**config.mk**
```make
export PLATFORM = sky130hd
export DESIGN_NAME = link_sample_latch_watchdog_core
export DESIGN_NICKNAME = d
export VERILOG_FILES = /design/src/rtl/lslw_pkg.sv /design/src/rtl/link_sample_latch_watchdog_core.sv /design/src/rtl/lslw_ctrl.sv /design/src/rtl/lslw_dp.sv
export SDC_FILE = /design/constraint.sdc
export NUM_CORES = 2
export LEC_CHECK = 0
export BUFFER_PORTS_ARGS = -buffer_cell sky130_fd_sc_hd__buf_2
export CAP_MARGIN = 15
export CORE_MARGIN = 5
export CORE_UTILIZATION = 65
export DETAILED_ROUTE_END_ITERATION = 8
export GPL_ROUTABILITY_DRIVEN = 1
export GPL_TIMING_DRIVEN = 1
export PLACE_DENSITY_LB_ADDON = 0.25
export SLEW_MARGIN = 20
export SYNTH_ARGS = -nofsm -noshare
export SYNTH_HDL_FRONTEND = slang
export SYNTH_SLANG_ARGS = --single-unit
```
**constraint.sdc**
```tcl
create_clock -name i_clk -period 21.4 [get_ports i_clk]
set_input_delay 4.28 -clock i_clk [delete_from_list [all_inputs] [get_ports i_clk]]
set_output_delay 4.28 -clock i_clk [all_outputs]
set_load 0.03 [all_outputs]
```
**src/rtl/lslw_pkg.sv**
```systemverilog
package lslw_pkg;

    localparam int MAX_SLOTS = 4;
    localparam int SLOTS_DEF = 4;

    localparam int W_IN_DATA  = 240;
    localparam int W_OUT_DATA = 352;

    localparam logic [31:0] TICK_LEN_RST  = 32'd24000;
    localparam logic [7:0]  MAX_SLIPS_RST = 8'd4;

    typedef enum logic [0:0] {
        CFG_TICK_LEN  = 1'b0,
        CFG_MAX_SLIPS = 1'b1
    } t_cfg_idx;

    typedef enum logic [1:0] {
        STATUS_OK      = 2'd0,
        STATUS_SLIP    = 2'd1,
        STATUS_OVERRUN = 2'd2,
        STATUS_FAULT   = 2'd3
    } t_status;

    typedef enum logic [1:0] {
        ST_IDLE,
        ST_MUL,
        ST_UPD
    } t_state;

    typedef struct packed {
        logic capture;
        logic mul;
        logic commit;
    } t_cmd;

endpackage

```
**src/rtl/link_sample_latch_watchdog_core.sv**
```systemverilog
// Link sample latch and watchdog. One request per control tick enters on the
// s_axis channel; each request yields exactly one result on the m_axis channel.
// A request carries the packet flag, sequence number, sender tick, local receive
// cycle, declared signal count and four sample words. The result carries a
// status code, the held samples and sequence number, the 64-bit skew sum and the
// slip, fault, overrun and gap counters.
// A request passes through three steps: capture, a 32 by 32 multiply of the tick delta by
// the configured tick length, and the update of the watchdog state. No new request
// is accepted until the previous one has made its update. The result is registered
// by the update and sits in the output register until taken; the next request is
// accepted meanwhile, but its update waits until the previous result has left.
// Configuration is written through the plain write port; the user must write it only
// while idle, and the block itself does not enforce this.
// Synchronous reset clears all counters, held words and the skew sum, returns
// the tick length register to 24000 and max_slips to 4, and drops m_axis_tvalid.
module link_sample_latch_watchdog_core #(
    parameter int SLOTS = lslw_pkg::SLOTS_DEF
) (
    input  logic                            i_clk,
    input  logic                            i_rst_n,
    input  logic                            i_cfg_we,
    input  logic [0:0]                      i_cfg_idx,
    input  logic [31:0]                     i_cfg_data,
    input  logic                            s_axis_tvalid,
    output logic                            s_axis_tready,
    // pkt_seq, pkt_tx_tick, local receive cycle, pkt_signal_count,
    // sample_0 .. sample_3
    input  logic [lslw_pkg::W_IN_DATA-1:0]  s_axis_tdata,
    // have_packet
    input  logic [0:0]                      s_axis_tuser,
    output logic                            m_axis_tvalid,
    input  logic                            m_axis_tready,
    // held_0 .. held_3, held_seq, skew_total, total_slip_count, fault_count,
    // overrun_count, gap_count
    output logic [lslw_pkg::W_OUT_DATA-1:0] m_axis_tdata,
    // status
    output logic [1:0]                      m_axis_tuser
);

    lslw_pkg::t_cmd cmd;
    logic [31:0]    samp [lslw_pkg::MAX_SLOTS];
    logic [31:0]    held [lslw_pkg::MAX_SLOTS];
    logic [31:0]    held_seq;
    logic [63:0]    skew;
    logic [31:0]    slip_total;
    logic [31:0]    fault_total;
    logic [31:0]    overrun_total;
    logic [31:0]    gap_total;

    assign samp[0] = s_axis_tdata[143:112];
    assign samp[1] = s_axis_tdata[175:144];
    assign samp[2] = s_axis_tdata[207:176];
    assign samp[3] = s_axis_tdata[239:208];

    lslw_ctrl u_ctrl (
        .i_clk       (i_clk),
        .i_rst_n     (i_rst_n),
        .i_in_valid  (s_axis_tvalid),
        .o_in_ready  (s_axis_tready),
        .o_out_valid (m_axis_tvalid),
        .i_out_ready (m_axis_tready),
        .o_cmd       (cmd)
    );

    lslw_dp #(
        .SLOTS (SLOTS)
    ) u_dp (
        .i_clk           (i_clk),
        .i_rst_n         (i_rst_n),
        .i_cmd           (cmd),
        .i_cfg_we        (i_cfg_we),
        .i_cfg_idx       (i_cfg_idx),
        .i_cfg_data      (i_cfg_data),
        .i_have          (s_axis_tuser[0]),
        .i_seq           (s_axis_tdata[31:0]),
        .i_tx            (s_axis_tdata[63:32]),
        .i_rx            (s_axis_tdata[95:64]),
        .i_count         (s_axis_tdata[111:96]),
        .i_samp          (samp),
        .o_status        (m_axis_tuser),
        .o_held          (held),
        .o_held_seq      (held_seq),
        .o_skew          (skew),
        .o_slip_total    (slip_total),
        .o_fault_total   (fault_total),
        .o_overrun_total (overrun_total),
        .o_gap_total     (gap_total)
    );

    assign m_axis_tdata = {gap_total, overrun_total, fault_total, slip_total, skew,
                           held_seq, held[3], held[2], held[1], held[0]};

endmodule

```
**src/rtl/lslw_ctrl.sv**
```systemverilog
module lslw_ctrl (
    input  logic               i_clk,
    input  logic               i_rst_n,
    input  logic               i_in_valid,
    output logic               o_in_ready,
    output logic               o_out_valid,
    input  logic               i_out_ready,
    output lslw_pkg::t_cmd     o_cmd
);

    lslw_pkg::t_state r_state;
    lslw_pkg::t_state n_state;
    logic             r_out_valid;
    logic             n_out_valid;
    logic             out_free;

    assign out_free = !r_out_valid || i_out_ready;

    always_ff @(posedge i_clk) begin
        if (!i_rst_n) begin
            r_state     <= lslw_pkg::ST_IDLE;
            r_out_valid <= 1'b0;
        end else begin
            r_state     <= n_state;
            r_out_valid <= n_out_valid;
        end
    end

    always_comb begin
        n_state = r_state;
        unique case (r_state)
            lslw_pkg::ST_IDLE: begin
                if (i_in_valid) begin
                    n_state = lslw_pkg::ST_MUL;
                end
            end
            lslw_pkg::ST_MUL: begin
                n_state = lslw_pkg::ST_UPD;
            end
            lslw_pkg::ST_UPD: begin
                if (out_free) begin
                    n_state = lslw_pkg::ST_IDLE;
                end
            end
            default: begin
                n_state = lslw_pkg::ST_IDLE;
            end
        endcase
    end

    always_comb begin
        o_in_ready     = 1'b0;
        o_cmd          = '0;
        unique case (r_state)
            lslw_pkg::ST_IDLE: begin
                o_in_ready  = 1'b1;
                o_cmd.capture = i_in_valid;
            end
            lslw_pkg::ST_MUL: begin
                o_cmd.mul = 1'b1;
            end
            lslw_pkg::ST_UPD: begin
                o_cmd.commit = out_free;
            end
            default: begin
                o_in_ready = 1'b0;
            end
        endcase
    end

    always_comb begin
        if (o_cmd.commit) begin
            n_out_valid = 1'b1;
        end else if (i_out_ready) begin
            n_out_valid = 1'b0;
        end else begin
            n_out_valid = r_out_valid;
        end
    end

    assign o_out_valid = r_out_valid;

endmodule

```
**src/rtl/lslw_dp.sv**
```systemverilog
module lslw_dp #(
    parameter int SLOTS = lslw_pkg::SLOTS_DEF
) (
    input  logic                 i_clk,
    input  logic                 i_rst_n,
    input  lslw_pkg::t_cmd       i_cmd,
    input  logic                 i_cfg_we,
    input  logic [0:0]           i_cfg_idx,
    input  logic [31:0]          i_cfg_data,
    input  logic                 i_have,
    input  logic [31:0]          i_seq,
    input  logic [31:0]          i_tx,
    input  logic [31:0]          i_rx,
    input  logic [15:0]          i_count,
    input  logic [31:0]          i_samp [lslw_pkg::MAX_SLOTS],
    output logic [1:0]           o_status,
    output logic [31:0]          o_held [lslw_pkg::MAX_SLOTS],
    output logic [31:0]          o_held_seq,
    output logic [63:0]          o_skew,
    output logic [31:0]          o_slip_total,
    output logic [31:0]          o_fault_total,
    output logic [31:0]          o_overrun_total,
    output logic [31:0]          o_gap_total
);

    localparam int NS = lslw_pkg::MAX_SLOTS;

    logic [31:0] r_cpt;
    logic [7:0]  r_max_slips;

    logic        r_have;
    logic [31:0] r_seq;
    logic [31:0] r_tx;
    logic [31:0] r_rx;
    logic [15:0] r_count;
    logic [31:0] r_samp [NS];

    logic [63:0] r_prod;
    logic        r_tick_zero;
    logic [31:0] r_rx_delta;

    logic [31:0] r_held [NS];
    logic [31:0] r_prev_seq;
    logic [31:0] r_last_rx;
    logic [31:0] r_last_tx;
    logic        r_primed;
    logic [7:0]  r_slip_run;
    logic [31:0] r_slip_total;
    logic [31:0] r_fault_total;
    logic [31:0] r_overrun_total;
    logic [31:0] r_gap_total;
    logic [63:0] r_skew;
    logic [1:0]  r_status;

    logic [7:0]  n_slip_run;
    logic [31:0] n_slip_total;
    logic [31:0] n_fault_total;
    logic [31:0] n_overrun_total;
    logic [31:0] n_gap_total;
    logic [63:0] n_skew;
    logic [1:0]  n_status;
    logic        n_accept;

    logic [31:0] tx_step;
    logic        fresh;
    logic        payload_ok;
    logic [7:0]  run_sat;
    logic [31:0] diff;
    logic [31:0] seq_step;

    always_ff @(posedge i_clk) begin
        if (!i_rst_n) begin
            r_cpt       <= lslw_pkg::TICK_LEN_RST;
            r_max_slips <= lslw_pkg::MAX_SLIPS_RST;
        end else if (i_cfg_we) begin
            unique case (i_cfg_idx)
                lslw_pkg::CFG_TICK_LEN:  r_cpt       <= i_cfg_data;
                lslw_pkg::CFG_MAX_SLIPS: r_max_slips <= i_cfg_data[7:0];
                default:                 r_cpt       <= r_cpt;
            endcase
        end
    end

    always_ff @(posedge i_clk) begin
        if (i_cmd.capture) begin
            r_have  <= i_have;
            r_seq   <= i_seq;
            r_tx    <= i_tx;
            r_rx    <= i_rx;
            r_count <= i_count;
            for (int k = 0; k < NS; k++) begin
                r_samp[k] <= i_samp[k];
            end
        end
    end

    assign tx_step = r_tx - r_last_tx;

    always_ff @(posedge i_clk) begin
        if (i_cmd.mul) begin
            r_prod      <= {32'd0, tx_step} * {32'd0, r_cpt};
            r_tick_zero <= (tx_step == 32'd0);
            r_rx_delta  <= r_rx - r_last_rx;
        end
    end

    always_comb begin
        fresh      = r_have && (!r_primed || (r_seq != r_prev_seq));
        payload_ok = (r_count <= 16'(SLOTS));
        for (int k = 0; k < NS; k++) begin
            if ((k < SLOTS) && (r_samp[k][30:23] == 8'hFF)) begin
                payload_ok = 1'b0;
            end
        end
        run_sat  = (r_slip_run == 8'hFF) ? r_slip_run : r_slip_run + 8'd1;
        diff     = r_rx_delta - r_prod[31:0];
        seq_step = r_seq - r_prev_seq;

        n_slip_run      = r_slip_run;
        n_slip_total    = r_slip_total;
        n_fault_total   = r_fault_total;
        n_overrun_total = r_overrun_total;
        n_gap_total     = r_gap_total;
        n_skew          = r_skew;
        n_status        = lslw_pkg::STATUS_OK;
        n_accept        = 1'b0;

        priority if (!fresh) begin
            n_slip_run   = run_sat;
            n_slip_total = r_slip_total + 32'd1;
            if (run_sat >= r_max_slips) begin
                n_fault_total = r_fault_total + 32'd1;
                n_status      = lslw_pkg::STATUS_FAULT;
            end else begin
                n_status = lslw_pkg::STATUS_SLIP;
            end
        end else if (!payload_ok) begin
            n_fault_total = r_fault_total + 32'd1;
            n_status      = lslw_pkg::STATUS_FAULT;
        end else begin
            n_accept   = 1'b1;
            n_slip_run = 8'd0;
            if (r_primed) begin
                if (!r_tick_zero) begin
                    if (r_prod[63:32] != 32'd0) begin
                        n_gap_total = r_gap_total + 32'd1;
                    end else begin
                        n_skew = r_skew + {{32{diff[31]}}, diff};
                    end
                end
                if (seq_step > 32'd1) begin
                    n_overrun_total = r_overrun_total + 32'd1;
                    n_status        = lslw_pkg::STATUS_OVERRUN;
                end
            end
        end
    end

    always_ff @(posedge i_clk) begin
        if (!i_rst_n) begin
            for (int k = 0; k < NS; k++) begin
                r_held[k] <= 32'd0;
            end
            r_prev_seq      <= 32'd0;
            r_last_rx       <= 32'd0;
            r_last_tx       <= 32'd0;
            r_primed        <= 1'b0;
            r_slip_run      <= 8'd0;
            r_slip_total    <= 32'd0;
            r_fault_total   <= 32'd0;
            r_overrun_total <= 32'd0;
            r_gap_total     <= 32'd0;
            r_skew          <= 64'd0;
            r_status        <= lslw_pkg::STATUS_OK;
        end else if (i_cmd.commit) begin
            r_slip_run      <= n_slip_run;
            r_slip_total    <= n_slip_total;
            r_fault_total   <= n_fault_total;
            r_overrun_total <= n_overrun_total;
            r_gap_total     <= n_gap_total;
            r_skew          <= n_skew;
            r_status        <= n_status;
            if (n_accept) begin
                for (int k = 0; k < NS; k++) begin
                    if (k < SLOTS) begin
                        r_held[k] <= r_samp[k];
                    end
                end
                r_prev_seq <= r_seq;
                r_last_rx  <= r_rx;
                r_last_tx  <= r_tx;
                r_primed   <= 1'b1;
            end
        end
    end

    always_comb begin
        for (int k = 0; k < NS; k++) begin
            o_held[k] = (k < SLOTS) ? r_held[k] : 32'd0;
        end
    end

    assign o_status        = r_status;
    assign o_held_seq      = r_prev_seq;
    assign o_skew          = r_skew;
    assign o_slip_total    = r_slip_total;
    assign o_fault_total   = r_fault_total;
    assign o_overrun_total = r_overrun_total;
    assign o_gap_total     = r_gap_total;

endmodule

```
==> metrics <==
type of the worst setup path=register to register; final hold vios=0; hold path cells=2; Filler cells=7994; R2R depth=42; layout cells sized above 1=0.1176; EDFF count, synth=466; number of global-route vias before repair=~58000; yosys synthesis warning count=0; Die Area=116800 um^2; cell mode on critical path=fa_1; asr flop ratio synth=0; Slowest cell on crit path=a2111oi_0; cell family with most CP delay=compound AO/OA/AOI/OAI gates; max_cap viols=0; WHS=0.4534 ns; commonest non-fill, non-tap cells in the layout=inv_1, nand2_1, fa_1, buf_2, edfxtp_1; WP data required=21.80 ns; Final min period=12.06 ns; DRC errors left=0; slowest stage delay, CP=0.63 ns; Die Wd=approximately 340 um; actual slew at the worst max-slew pin=1.071 ns; DP HPWL=158.8 mm; reg-to-reg startpoint=u_dp.r_tx[1]; core area=109200 um^2; Area growth, synth to finish=10.65%; Critical Path End Type=register; Synth Area in Compound Gates=0.08627; cts-stage hold buffer count=0; GRT Total Usage=0.3708; Synth Area in XOR/XNOR=0.03390; Root Driver=clkbuf_16; syn avg cell area=9.607 um^2; Final setup viols=0; Synth Area in Adders=0.3330; Top FF cell, synth=edfxtp_1; final setup TNS=0 ns; cts repair resizes=0; Unique masters post-synth=80; crit path launch type=register; instance count on the critical path=between 40 and 50; chip height=341.8 um; commonest non-fill, non-tap cell in the layout=inv_1; CP max FO=33; critical path arrival=12.46 ns; total gr overflow=0; Yosys top cell by area=fa_1; worst path buffer plus inverter count=6; fin cells=between 9000 and 10000; I/O pin cnt=635; r2r endpoint=u_dp.r_prod[63]; Post-DRT Antenna Nets=0; Fmax achieved=a little over 80 MHz; # clock sinks=around 810; vias per cell=6.034; multiplexer area fraction after synthesis=0.005507; Hold EP=u_dp.r_last_rx[15]; Max-slew headroom=0.2862; CTS Buf Count=85; synthesized area=71560 um^2; starting density of the core=0.6556; DRT iter0 DRCs=approximately 5600; antenna violations before repair=47; CTS tree=yes; Final period util=0.5636; vias=57120; Rows=121; worst hold path type=register to register; first-pass GRT wire length=333.8 mm; Cells after Synth=7449; Net Count, Synth=9092; largest family of logic cells by synthesized area=adder cells; Post-Route Skew=between 0.05 and 0.06 ns; largest net degree at the start of global routing=136; post-synthesis register bit count=808; final WL=approximately 220 mm; Nets=9528; placed cell count=9274; # H-tree levels=3; sequential area share after synthesis=0.2912; Routability Congestion=a little over 1; R2R Setup Slk=9.34 ns; CTS Buffer Depth=3; RSZ-0062 raised after global routing=no; hold path start=u_dp.r_last_rx[15]; Post CTS Setup Buffer Count=0; Synth top area share=0.2521; status=completed; Slew Viols, Final=0; wire per inst=roughly 23 um; Synth area leaders=fa_1, edfxtp_1, dfxtp_1, ha_1, inv_1; simple-gate share of the synthesized area=0.1740; buffers added on ports=634; DRT Pass-1 Iters=6; Clk pin slew, worst setup/hold paths=0.06 ns; worst skew pair latency=0.69 ns
synthesized netlist by cell type (20+ instances only):
library cell / n
xnor2_1: 160
mux2i_1: 36
o21ai_0: 157
nor4_1: 24
edfxtp_1: 466
and3_1: 270
a211oi_1: 29
and2_1: 439
inv_1: 1084
nand4_1: 73
nand2b_1: 84
o21bai_1: 37
dfxtp_1: 342
or3_1: 41
ha_1: 463
a31oi_1: 26
nor3_1: 40
nand2_1: 1035
o21a_1: 35
xor2_1: 117
clkbuf_1: 360
nor2b_1: 82
o211ai_1: 20
a21oi_1: 419
a21o_1: 125
nor2_1: 244
fa_1: 901
nand3_1: 117
area by class of cell:
| type | count | area [um^2] | share of cell area |
|---|---|---|---|
| Clock inverter | 42 | 620.6 | 0.007837 |
| Clock buffer | 114 | 2366 | 0.02988 |
| Sequential cell | 808 | 20860 | 0.2635 |
| Antenna cell | 36 | 90.09 | 0.001138 |
| Multi-Input combinational cell | 5190 | 45510 | 0.5747 |
| Tap cell | 1476 | 1847 | 0.02332 |
| Inverter | 1085 | 4080 | 0.05153 |
| Timing Repair Buffer | 715 | 3807 | 0.04808 |
cell families after synthesis:
logic type      Yosys count
compound gates          996
simple gates           2514
mux                      39
fa+ha+maj              1364
flops                   808
buf+inv                1451
xor+xnor                277
how the worst max path moves through the flow:
| stage | from | end |
|---|---|---|
| final | u_dp.r_tx[1] | u_dp.r_prod[63] |
| after global routing | u_dp.r_last_tx[1] | u_dp.r_prod[63] |
| after CTS | u_dp.r_tx[1] | u_dp.r_prod[63] |
| after detailed placement | u_dp.r_tx[1] | u_dp.r_prod[63] |
| after global placement | u_dp.r_last_tx[1] | u_dp.r_prod[63] |
| after floorplan | u_dp.r_tx[1] | u_dp.r_prod[63] |
metal layers:
| metal | wire (um) | part of all wire | up-vias | global-route usage |
|---|---|---|---|---|
| li1 | - | - | 25040 | - |
| met1 | 80260 | 0.37 | 27930 | 0.4699 |
| met2 | 99700 | 0.45 | 3318 | 0.5795 |
| met3 | 26570 | 0.12 | 799 | 0.1139 |
| met4 | 12750 | 0.058 | 26 | 0.1898 |
| met5 | 169 | 0.00077 | - | 0 |
state kept, by name, summed over array words and instances (netlist names), 64 cells and up:
| register | flops |
|---|---|
| u_dp.r_prod | 64 |
| u_dp.r_samp | 128 |
| u_dp.r_held | 128 |
| u_dp.o_skew | 64 |
through the flow:
| stage | instance area, um^2 | setup slack [ns] | util |
|---|---|---|---|
| after CTS | 79070 | 9.466 | 0.7244 |
| final | 79180 | 9.339 | 0.7254 |
| after global routing | 79120 | 8.570 | 0.7249 |
| after detailed placement | 76090 | 9.529 | 0.6970 |
| after global placement | 76090 | 9.927 | 0.6970 |
| after floorplan | 71560 | 10.75 | - |
worst min-delay path, cell delays in order (launching register included):
cell and delay (ns):
dfxtp_1 0.30, nand2_1 0.05, a21oi_1 0.05
Power is left out: the tool's default activity adds up to more than one toggle a clock period on the data nets, which glitch-free logic cannot reach.
